## src/rtl/core/assert_macros.svh

```systemverilog
// Assertion helpers; the including module must have clk and rst_n in scope.
`ifndef ASSERT_MACROS_SVH
`define ASSERT_MACROS_SVH

// Check a property on every rising clk edge outside reset.
`define HCA_ASSERT(label, prop, msg) \
  label: assert property (@(posedge clk) disable iff (!rst_n) prop) \
    else $error(msg);

// Check that a condition never holds.
`define HCA_NEVER(label, cond, msg) \
  `HCA_ASSERT(label, !(cond), msg)

`endif

```

## src/rtl/core/hca_ram.sv

```systemverilog
`default_nettype none
module hca_ram #(
  parameter int WIDTH = 8,
  parameter int DEPTH = 2
) (
  input  wire logic                     clk,
  input  wire logic                     we,
  input  wire logic [$clog2(DEPTH)-1:0] waddr,
  input  wire logic [WIDTH-1:0]         wdata,
  input  wire logic [$clog2(DEPTH)-1:0] raddr,
  output logic      [WIDTH-1:0]         rdata
);

  logic [WIDTH-1:0] mem [DEPTH];

  always_ff @(posedge clk) begin
    if (we) begin
      mem[waddr] <= wdata;
    end
    rdata <= mem[raddr];
  end

endmodule
`default_nettype wire

```

## config.mk

```make
export PLATFORM = sky130hd
export DESIGN_NAME = hca_ram
export DESIGN_NICKNAME = d
export VERILOG_FILES = /design/src/rtl/core/assert_macros.svh /design/src/rtl/core/hca_ram.sv
export SDC_FILE = /design/constraint.sdc
export NUM_CORES = 1
export LEC_CHECK = 0
export BUFFER_PORTS_ARGS = -buffer_cell sky130_fd_sc_hd__buf_4
export CAP_MARGIN = 30
export CORE_MARGIN = 5
export CORE_UTILIZATION = 56
export CTS_BUF_LIST = sky130_fd_sc_hd__clkbuf_8
export DETAILED_ROUTE_END_ITERATION = 7
export HOLD_SLACK_MARGIN = 0.15
export PLACE_DENSITY_LB_ADDON = 0.15
export SLEW_MARGIN = 20
export SYNTH_ARGS = -nofsm -noshare
export SYNTH_HDL_FRONTEND = slang
export SYNTH_SLANG_ARGS = --single-unit
```

## constraint.sdc

```tcl
create_clock -name clk -period 3.6 [get_ports clk]
set_clock_uncertainty 0.2 [all_clocks]
set_input_delay 1.08 -clock clk [delete_from_list [all_inputs] [get_ports clk]]
set_output_delay 1.08 -clock clk [all_outputs]
set_load 0.01 [all_outputs]
```

# Word-level counts from Yosys, hierarchy flattened
# Memory sizes are Yosys's and may differ from the RTL's. A register that Yosys moved wholly into a read port is not among the register bits.
# Index checks and enable logic that the tools add are counted.
# classes
mux	2
# op_table
op	n
$mux 1	2
# word_totals
ff_bits	0
mem_bits_rw	16
output_inout_bits	8
wordCells	3
mem_count	1
# memory_table
name	depth	word_bits	read_ports	rd_ports_with_merged_regs	write_ports	line	source
mem	2	8	1	1	1	hca_ram.sv:14	logic [WIDTH-1:0] mem [DEPTH];

# Longest topological paths before layout
# Gate-level depths: netlist of the first run.
# logic_depth
ltp_word	2
mapped_depth	2
ltp_nobuf	1

# Worst setup path after synthesis of the first run
# OpenSTA, ideal clock, no wires.
# synth_path
kind	input port to flip-flop
start	input port we
end	memory mem[0][0] (enable)
arrival_ps	1500
setup_slack_ps	1527
path_stages	1
n_path_buf	0
path_cell_list	nor2b_1
# synth_between
elab_chain_cells	2
# synth_rtl
item	line	source
start, declared	hca_ram.sv:7	input wire logic we,
$mux 1	hca_ram.sv:17	if (we) begin
$mux 1 (implied by the code)	hca_ram.sv:18	mem[waddr] <= wdata;
end, declared	hca_ram.sv:14	
# No other way between the ends.

# Worst setup path in the final report of the first run
# layout_path
start	input port waddr
end	memory mem[0][0] (enable)
# layout_lines
item	line	source
start, declared	hca_ram.sv:8	input wire logic [$clog2(DEPTH)-1:0] waddr,
# No word-level cell before the write port.

==> PnR_summary.wiki, run 1 <==
{| class="wikitable"
! Metric !! Value
|-
| Cell count after synthesis || 35
|-
| Y dimension of the die || around 47 um
|-
| Buffer depth of the longest clock path || 2
|-
| Die ar. || approximately 2200 sq um
|-
| Depth of the CTS H-tree || 1
|-
| Number of antenna violations at the first check in global routing || 0
|-
| Clock Latency Late Sink || 0.26 ns
|-
| Residual DRC count || 0
|-
| # resized after CTS || 0
|-
| Horizontal die dimension || around 47 um
|-
| Number of nets produced by synthesis || between 40 and 50
|-
| Switching Share || 0.193
|-
| Worst vdd rail ir drop || roughly 270 uV
|-
| I/O pins || 20
|-
| Pins over their slew limit || 0
|-
| Period minus WS final || 2.00 ns
|-
| Count of different cell masters after synthesis || 6
|-
| Initial cell density of the core || 0.595
|-
| Combinational Power Share || 0.090
|-
| Max Fanout on Critical Path || 8
|-
| Worst r2r src || mem[0][2]
|-
| Core Rows || 13
|-
| Final GP Congestion || approximately 0.63
|-
| Via count of the first global-routing pass || between 300 and 400
|-
| Kind of critical path || primary input to flop
|-
| Arrival time reported for the critical path endpoint || approximately 1.7 ns
|-
| Final WL || 1020 um
|-
| Final Core Density || 0.744
|-
| Internal power contribution || roughly 0.42 mW
|-
| Count of clock tree sinks || 24
|-
| Area added between synthesis and finish || 24.9%
|-
| Capturing element type of the critical path || flop
|-
| Final setup fails || 0
|-
| Non-filler cells in the finished layout || 72
|-
| Net total in the final layout || 70
|-
| Slew of the pin with the lowest slew margin || around 0.65 ns
|-
| Sequential share of power || 0.614
|-
| Via/cell ratio || about 5
|-
| Portion of total power attributed to the clock network || 0.296
|-
| Average wire per cell in the routed design || around 14 um
|-
| Worst path buffer plus inverter count || 1
|-
| Total iterations of the first detailed-routing run || 2
|-
| Total negative slack for setup checks || 0 ns
|-
| Depth of the most critical reg-to-reg path || 1
|-
| Max cap viols || 0
|-
| Number of placed cells counting well taps || between 60 and 70
|-
| Hold Violations, Final || 0
|-
| Slack of the worst reg-to-reg path || 2.64 ns
|-
| Areal power density over the cells || 533 nW/um^2
|-
| Slowest cell on crit path || sky130_fd_sc_hd__nor2b_1
|-
| Series of cell instances along the critical path || buf_4 -> nor2b_1
|-
| Netlist area before placement || 785 sq um
|-
| Number of buffers inserted to repair setup after CTS || 0
|-
| Crit share post-route || 0.556
|-
| Cell depth of the worst min-delay path || 1
|-
| Slowest Stage Delay on Critical Path || a little over 0.5 ns
|-
| Switching power of the nets || between 0.1 and 0.15 mW
|-
| Wire length of the first global-routing pass || approximately 1400 um
|-
| Static power due to leakage || around 0.4 nW
|-
| Antenna Nets Post-Route || 0
|-
| Root buf cell || sky130_fd_sc_hd__clkbuf_8
|-
| Register clock-pin slew on the reported worst setup and hold paths || about 0.080 ns
|-
| Levels on crit path || 2
|-
| Worst slew margin relative to its limit || 0.565
|-
| Layout cells sized above 1 || 0.526
|-
| Worst setup path startpoint || waddr
|-
| Run status || finished, final reports clean
|-
| Max Clk Rate || between 400 and 500 MHz
|-
| First DRT Iteration DRCs || 2
|-
| Worst setup SP type || primary input
|-
| RSZ-0062 raised after global routing || no
|-
| Mean instance size in the synthesized netlist || between 20 and 25 sq um
|-
| Total of buffers placed on input and output ports || 19
|-
| # diodes || 0
|-
| Hold buffer count at cts || 0
|-
| Worst setup endpoint || mem[0][0]
|-
| Pin count of the biggest net entering global routing || 14
|-
| Clock tree from TritonCTS || yes
|-
| Portion of the post-synthesis area used by sequential elements || 0.817
|-
| Core area || 1320 sq um
|-
| Kind of cell adding the most delay to the critical path || simple AND/OR/NAND/NOR gates
|-
| Flip-flop and latch count after synthesis || 24
|-
| Overflow after GRT || 0
|-
| Kind of path behind the tightest hold check || flop to flop
|-
| Total track usage || 0.104
|-
| Total of warnings raised by yosys || 0
|-
| Number of buffers inserted during clock tree synthesis || 3
|-
| Required time at the worst-slack endpoint || about 3.3 ns
|-
| Vias post-DR || 359
|-
| Capture point of the worst reg-to-reg path || rdata[2]
|}
==> layer usage <==
layer | part of all wire | up-vias | track usage
li1 | - | 172 | -
met1 | 0.40 | 167 | 0.111
met2 | 0.47 | 18 | 0.158
met3 | 0.11 | 2 | 0.0564
met4 | 0.015 | 0 | 0.0663
met5 | 0 | - | 0
==> cell type report <==
type                            count  area (sq um)
Tap cell                           15          18.8
Timing Repair Buffer               19           143
Clock buffer                        3          41.3
Clock inverter                      1          3.75
Multi-Input combinational cell     10           133
Fill cell                          82           338
Sequential cell                    24           641
==> state kept, by name (all words and copies together) (netlist names) <==
name	flops
rdata	8
mem	16
==> worst min-delay path by stage <==
stage / start / to / slack, ns
CTS: mem[0][0] / rdata[0] / 0.28
detailed placement: mem[0][0] / rdata[0] / 0.26
finish: mem[1][3] / rdata[3] / 0.28
floorplan: mem[1][0] / rdata[0] / 0.25
global placement: mem[1][1] / rdata[1] / 0.26
global route: mem[1][5] / rdata[5] / 0.28
==> power groups by stage <==
stage | Sequential (mW) | Combinational (mW) | Clock [mW]
finish | 0.321 | 0.0468 | 0.155
global route | 0.323 | 0.0505 | 0.168
CTS | 0.321 | 0.0477 | 0.159
detailed placement | 0.327 | 0.0476 | 0
global placement | 0.327 | 0.0459 | 0
floorplan | 0.331 | 0.0190 | 0
==> cells by family (layout without fill, tap and decap cells) <==
kind of cell / count (synthesis) / count (layout) / synth area share
and+or+nand+nor: 2 / 2 / 0.0160
buffers and inverters: 1 / 23 / 0.0144
DFF: 24 / 24 / 0.817
muxes: 8 / 8 / 0.153
==> placed cells by master (no fill, tap or decap) <==
| cell type | count |
|---|---|
| sky130_fd_sc_hd__edfxtp_1 | 16 |
| sky130_fd_sc_hd__and2_1 | 1 |
| sky130_fd_sc_hd__clkinv_1 | 1 |
| sky130_fd_sc_hd__dfxtp_1 | 8 |
| sky130_fd_sc_hd__nor2b_1 | 1 |
| sky130_fd_sc_hd__buf_4 | 19 |
| sky130_fd_sc_hd__clkbuf_8 | 3 |
| sky130_fd_sc_hd__mux2_4 | 8 |
==> Yosys cell counts <==
cell type,instances,share of area
sky130_fd_sc_hd__buf_6,1,0.014
sky130_fd_sc_hd__mux2_4,8,0.15
sky130_fd_sc_hd__and2_1,1,0.0080
sky130_fd_sc_hd__nor2b_1,1,0.0080
sky130_fd_sc_hd__dfxtp_1,8,0.20
sky130_fd_sc_hd__edfxtp_1,16,0.61
==> metrics by stage <==
| stage | hold slack (ns) | instance area, sq um | total power, mW | setup WS, ns |
|---|---|---|---|---|
| after global placement | 0.255 | 935 | 0.373 | 1.37 |
| after detailed placement | 0.261 | 935 | 0.375 | 1.32 |
| after global routing | 0.283 | 980 | 0.541 | 1.58 |
| final | 0.278 | 980 | 0.522 | 1.60 |
| after floorplan | 0.252 | 785 | 0.350 | 1.53 |
| after CTS | 0.279 | 980 | 0.527 | 1.61 |
Power figures use the tool's default switching activity.
==> inputs of run 2 (changes only) <==
--- a/config.mk
+++ b/config.mk
@@ -8,7 +8,7 @@
 export BUFFER_PORTS_ARGS = -buffer_cell sky130_fd_sc_hd__buf_4
 export CAP_MARGIN = 30
 export CORE_MARGIN = 5
-export CORE_UTILIZATION = 56
+export CORE_UTILIZATION = 52
 export CTS_BUF_LIST = sky130_fd_sc_hd__clkbuf_8
 export DETAILED_ROUTE_END_ITERATION = 7
 export HOLD_SLACK_MARGIN = 0.15
==> constraint.sdc (replaced) <==
create_clock -name clk -period 1.85 [get_ports clk]
set_clock_uncertainty 0.2 [all_clocks]
set_input_delay 0.555 -clock clk [delete_from_list [all_inputs] [get_ports clk]]
set_output_delay 0.555 -clock clk [all_outputs]
set_load 0.01 [all_outputs]
==> run 2 against run 1 <==
Net effect:
- die area is 6.0% higher
- critical path depth is 1 lower
- clock power is 89% higher
==> PnR_summary.wiki, run 2 (same netlist as run 1, synthesis figures left out) <==
{| class="wikitable"
! Metric !! Value
|-
| Worst slew margin relative to its limit || 0.743
|-
| Residual DRC count || 0
|-
| Kind of critical path || flop to output pin
|-
| Pin count of the biggest net entering global routing || 14
|-
| Kind of cell adding the most delay to the critical path || flip-flops
|-
| Number of placed cells counting well taps || a little over 70
|-
| Number of buffers inserted during clock tree synthesis || 3
|-
| Core area || between 1000 and 1500 sq um
|-
| Via count of the first global-routing pass || between 400 and 500
|-
| Vias post-DR || 376
|-
| Via/cell ratio || 5.01
|-
| Max Fanout on Critical Path || 1
|-
| Areal power density over the cells || ~1000 nW/um^2
|-
| Run status || finished, final reports clean
|-
| Total of buffers placed on input and output ports || 19
|-
| Count of clock tree sinks || 24
|-
| Pins over their slew limit || 0
|-
| Max cap viols || 0
|-
| Area of all sequential standard cells || 641 sq um
|-
| Total track usage || 0.0994
|-
| Worst hold slack || 0.279 ns
|-
| First DRT Iteration DRCs || 1
|-
| Wire length of the first global-routing pass || about 1800 um
|-
| Total area of multi-input combinational cells || 133 sq um
|-
| Arrival time reported for the critical path endpoint || around 0.70 ns
|-
| Slowest Stage Delay on Critical Path || around 0.31 ns
|-
| Required time at the worst-slack endpoint || around 1.1 ns
|-
| Y dimension of the die || about 50 um
|-
| Total of fill cells in the finished design || between 100 and 150
|-
| Root buf cell || sky130_fd_sc_hd__clkbuf_8
|-
| Area added between synthesis and finish || 27.0%
|-
| Slew of the pin with the lowest slew margin || a little under 0.4 ns
|-
| Antenna Nets Post-Route || 0
|-
| Worst path buffer plus inverter count || 1
|-
| Capturing element type of the critical path || output pin
|-
| Number of buffers inserted to repair setup after CTS || 0
|-
| Initial cell density of the core || 0.533
|-
| Highest-count cells in the layout ignoring fill and taps || sky130_fd_sc_hd__buf_4 (21), sky130_fd_sc_hd__edfxtp_1 (16), sky130_fd_sc_hd__mux2_4 (8), sky130_fd_sc_hd__dfxtp_1 (8), sky130_fd_sc_hd__clkbuf_8 (3)
|-
| Slowest cell on crit path || sky130_fd_sc_hd__dfxtp_1
|-
| Final WL || roughly 1100 um
|-
| Biggest registers after layout || mem: 16 flops, rdata: 8 flops
|-
| Buffer depth of the longest clock path || 2
|-
| Depth of the CTS H-tree || 1
|-
| Non-filler cells in the finished layout || 75
|-
| Net total in the final layout || 72
|-
| Final setup fails || 0
|-
| Layout cells sized above 1 || 0.542
|-
| Register clock-pin slew on the reported worst setup and hold paths || approximately 0.080 ns
|-
| I/O pins || 20
|-
| Kind of path behind the tightest hold check || flop to flop
|-
| Crit share post-route || 0.785
|-
| Period minus WS final || 1.45 ns
|-
| # resized after CTS || 0
|-
| Worst setup SP type || flop
|-
| Clock tree from TritonCTS || yes
|-
| Average wire per cell in the routed design || 14.6 um
|-
| Most common cell after layout, fill and taps aside || sky130_fd_sc_hd__buf_4
|-
| Total negative slack for setup checks || 0 ns
|-
| Most flops, register || mem
|-
| Horizontal die dimension || 48.8 um
|-
| Static power due to leakage || between 0.4 and 0.5 nW
|-
| Hold Violations, Final || 0
|-
| Largest register FFs || 16
|-
| HPWL Detailed || ~830 um
|-
| Final Core Density || 0.677
|-
| Hold buffer count at cts || 0
|-
| Die ar. || roughly 2400 sq um
|-
| Clock Latency Late Sink || between 0.2 and 0.3 ns
|-
| Core Rows || 14
|-
| Series of cell instances along the critical path || buf_4
|-
| Final GP Congestion || 0.613
|-
| Worst vdd rail ir drop || ~650 uV
|-
| Total iterations of the first detailed-routing run || 2
|-
| Overflow after GRT || 0
|-
| # diodes || 0
|-
| Slack of the worst reg-to-reg path || a little under 0.9 ns
|-
| Number of antenna violations at the first check in global routing || 0
|-
| RSZ-0062 raised after global routing || no
|-
| Max Clk Rate || 689 MHz
|}
[run 2: cell types whose count changed in the layout (fill, tap and decap cells not counted), sizes merged]
cell,previous run,this run
buf,19,21
[run 2: where the power goes]
| part | internal [mW] | switching [mW] |
|---|---|---|
| Clock | 0.148 | 0.145 |
| Sequential | 0.614 | 0.0111 |
| Combinational | 0.0603 | 0.0352 |
[run 2: final cells by class]
type,count,share of cell area
flip-flops and latches,24,0.643
repair buffers,21,0.158
multi-input cells,10,0.133
clock buffers,3,0.0415
well taps,16,0.0201
clock inverters,1,0.00377
[run 2: metal layers]
| layer | GRT usage | vias up | wire length (um) |
|---|---|---|---|
| met5 | 0 | - | 0 |
| met4 | 0.0538 | 0 | 5 |
| met3 | 0.0336 | 2 | 81 |
| met2 | 0.189 | 12 | 629 |
| met1 | 0.0885 | 183 | 380 |
| li1 | - | 179 | - |
[run 2: path summary, 6_finish.rpt]
kind | from | end | depth (start not counted)
max | rdata[6] | rdata[6] | 1
min | mem[1][2] | rdata[2] | 1
max reg2reg | mem[0][5] | rdata[5] | 1
min reg2reg | mem[1][2] | rdata[2] | 1
[run 2: per-stage QoR]
stage	setup slack, ns	power [mW]	instance area [sq um]
5_1_grt	0.366	1.05	996
6_report	0.398	1.01	996
3_5_place_dp	0.297	0.735	951
4_1_cts	0.391	1.02	996
3_3_place_gp	0.360	0.728	951
2_1_floorplan	0.302	0.680	785
==> inputs of run 3 (changes only) <==
==> constraint.sdc (replaced) <==
create_clock -name clk -period 1.5 [get_ports clk]
set_clock_uncertainty 0.2 [all_clocks]
set_input_delay 0.45 -clock clk [delete_from_list [all_inputs] [get_ports clk]]
set_output_delay 0.45 -clock clk [all_outputs]
set_load 0.01 [all_outputs]
==> run 3 against run 2 <==
Net effect:
- global-route usage decreased by 0.72 points
- cell count rose by 2.7%
- sequential share of layout area fell by 0.96 points
- core utilization rose by 1.0 points
==> PnR_summary.wiki, run 3 (same netlist as run 1, synthesis figures left out) <==
{| class="wikitable"
! Metric !! Value
|-
| Slowest cell on crit path || sky130_fd_sc_hd__dfxtp_1
|-
| Max Fanout on Critical Path || 1
|-
| Antenna Nets Post-Route || 0
|-
| Kind of cell adding the most delay to the critical path || flip-flops
|-
| Overflow after GRT || 0
|-
| Worst vdd rail ir drop || between 800 and 900 uV
|-
| Endpoint with the worst hold slack || mem[0][4]
|-
| Average wire per cell in the routed design || around 14 um
|-
| Total iterations of the first detailed-routing run || 3
|-
| Core area || 1470 sq um
|-
| First DRT Iteration DRCs || 6
|-
| # resized after CTS || 0
|-
| Residual DRC count || 0
|-
| Kind of critical path || flop to output pin
|-
| Worst r2r src || mem[1][7]
|-
| Slack of the worst reg-to-reg path || between 0.5 and 0.6 ns
|-
| Total of fill cells in the finished design || 102
|-
| Total track usage || 0.0923
|-
| RSZ-0062 raised after global routing || no
|-
| Depth of the CTS H-tree || 1
|-
| Clock Latency Late Sink || 0.25 ns
|-
| Y dimension of the die || 48.8 um
|-
| Worst setup slack after placement || roughly 0.14 ns
|-
| Highest-count cells in the layout ignoring fill and taps || sky130_fd_sc_hd__buf_4 (23), sky130_fd_sc_hd__edfxtp_1 (16), sky130_fd_sc_hd__mux2_4 (8), sky130_fd_sc_hd__dfxtp_1 (8), sky130_fd_sc_hd__clkbuf_8 (3)
|-
| Depth of the most critical reg-to-reg path || 1
|-
| Kind of path behind the tightest hold check || primary input to flop
|-
| Capturing element type of the critical path || output pin
|-
| Die ar. || about 2400 sq um
|-
| Pins over their slew limit || 0
|-
| Worst setup SP type || flop
|-
| Pin count of the biggest net entering global routing || 14
|-
| Via/cell ratio || 4.68
|-
| Net total in the final layout || 74
|-
| Max cap viols || 0
|-
| Clock tree from TritonCTS || yes
|-
| Largest register FFs || 16
|-
| Final WL || around 1100 um
|-
| Total negative slack for setup checks || 0 ns
|-
| Slowest Stage Delay on Critical Path || 0.31 ns
|-
| Period minus WS final || between 1 and 1.5 ns
|-
| Biggest registers after layout || mem: 16 flops, rdata: 8 flops
|-
| Core Rows || 14
|-
| # diodes || 0
|-
| Crit share post-route || 0.899
|-
| Final GP Congestion || between 0.6 and 0.7
|-
| Final setup fails || 0
|-
| Cell depth of the worst min-delay path || 1
|-
| Horizontal die dimension || 48.8 um
|-
| Capture point of the worst reg-to-reg path || rdata[7]
|-
| Required time at the worst-slack endpoint || between 0.8 and 0.9 ns
|-
| Hold Violations, Final || 0
|-
| Hold buffer count at cts || 0
|-
| Min setup slack post-route || 0.152 ns
|-
| Most flops, register || mem
|-
| Buffer depth of the longest clock path || 2
|-
| Number of buffers inserted during clock tree synthesis || 3
|-
| Static power due to leakage || about 0.42 nW
|-
| Via count of the first global-routing pass || around 410
|-
| Number of buffers inserted to repair setup after CTS || 0
|-
| Initial cell density of the core || 0.533
|-
| Min-Delay Startpoint || wdata[4]
|-
| Series of cell instances along the critical path || buf_4
|-
| Total of buffers placed on input and output ports || 19
|-
| Vias post-DR || 360
|-
| Areal power density over the cells || roughly 1200 nW/um^2
|-
| Count of clock tree sinks || 24
|-
| Wire length of the first global-routing pass || about 1700 um
|-
| Area added between synthesis and finish || 28.9%
|-
| Most common cell after layout, fill and taps aside || sky130_fd_sc_hd__buf_4
|-
| Slew of the pin with the lowest slew margin || ~0.15 ns
|-
| Run status || finished, final reports clean
|-
| Worst slew margin relative to its limit || 0.901
|-
| Max Clk Rate || ~740 MHz
|-
| Layout cells sized above 1 || 0.557
|-
| Arrival time reported for the critical path endpoint || approximately 0.70 ns
|-
| Root buf cell || sky130_fd_sc_hd__clkbuf_8
|-
| Number of antenna violations at the first check in global routing || 0
|-
| Register clock-pin slew on the reported worst setup and hold paths || approximately 0.08 ns
|-
| I/O pins || 20
|-
| Worst path buffer plus inverter count || 1
|}
-- run 3: cell types whose count changed in the layout (fill, tap and decap cells not counted) --
cell,before,now
sky130_fd_sc_hd__buf_4,21,23
-- run 3: area by class of cell --
class	instances	area, sq um	share of cell area
Clock buffer	3	41.3	0.0408
Clock inverter	1	3.75	0.00371
Multi-Input combinational cell	10	133	0.131
Sequential cell	24	641	0.634
Tap cell	16	20.0	0.0198
Timing Repair Buffer	23	173	0.171
-- run 3: worst max path at each step --
stage | slack (ns) | end | cells after the start | start
2_1_floorplan | 0.06 | mem[0][0] | 1 | we
3_3_place_gp | 0.16 | mem[0][6] | 3 | waddr
3_5_place_dp | 0.14 | mem[0][6] | 3 | waddr
4_1_cts | 0.15 | rdata[0] | 1 | rdata[0]
5_1_grt | 0.13 | rdata[0] | 1 | rdata[0]
6_report | 0.15 | rdata[0] | 1 | rdata[0]
-- run 3: metal layers --
| metal | vias up | wire, um | global-route usage | part of all wire |
|---|---|---|---|---|
| met5 | - | 0 | 0 | 0 |
| met4 | 0 | 0 | 0.0269 | 0 |
| met3 | 0 | 72 | 0.0398 | 0.068 |
| met2 | 12 | 624 | 0.187 | 0.59 |
| met1 | 168 | 361 | 0.0763 | 0.34 |
| li1 | 180 | - | - | - |
-- run 3: through the flow --
step                std cells  power (mW)  hold slack, ns  instance area [sq um]   util
finish                     77        1.25           0.178                   1010  0.687
global route               77        1.30           0.165                   1010  0.687
CTS                        77        1.26           0.174                   1010  0.687
detailed placement         73       0.909           0.261                    966  0.656
global placement           73       0.902           0.257                    966  0.656
floorplan                  35       0.839           0.252                    785      -
-- run 3: report_power, final --
group	internal [mW]	total, mW	switching, mW
clock	0.182	0.358	0.176
combinational	0.0777	0.120	0.0426
sequential	0.757	0.770	0.0131
total	1.02	1.25	0.231
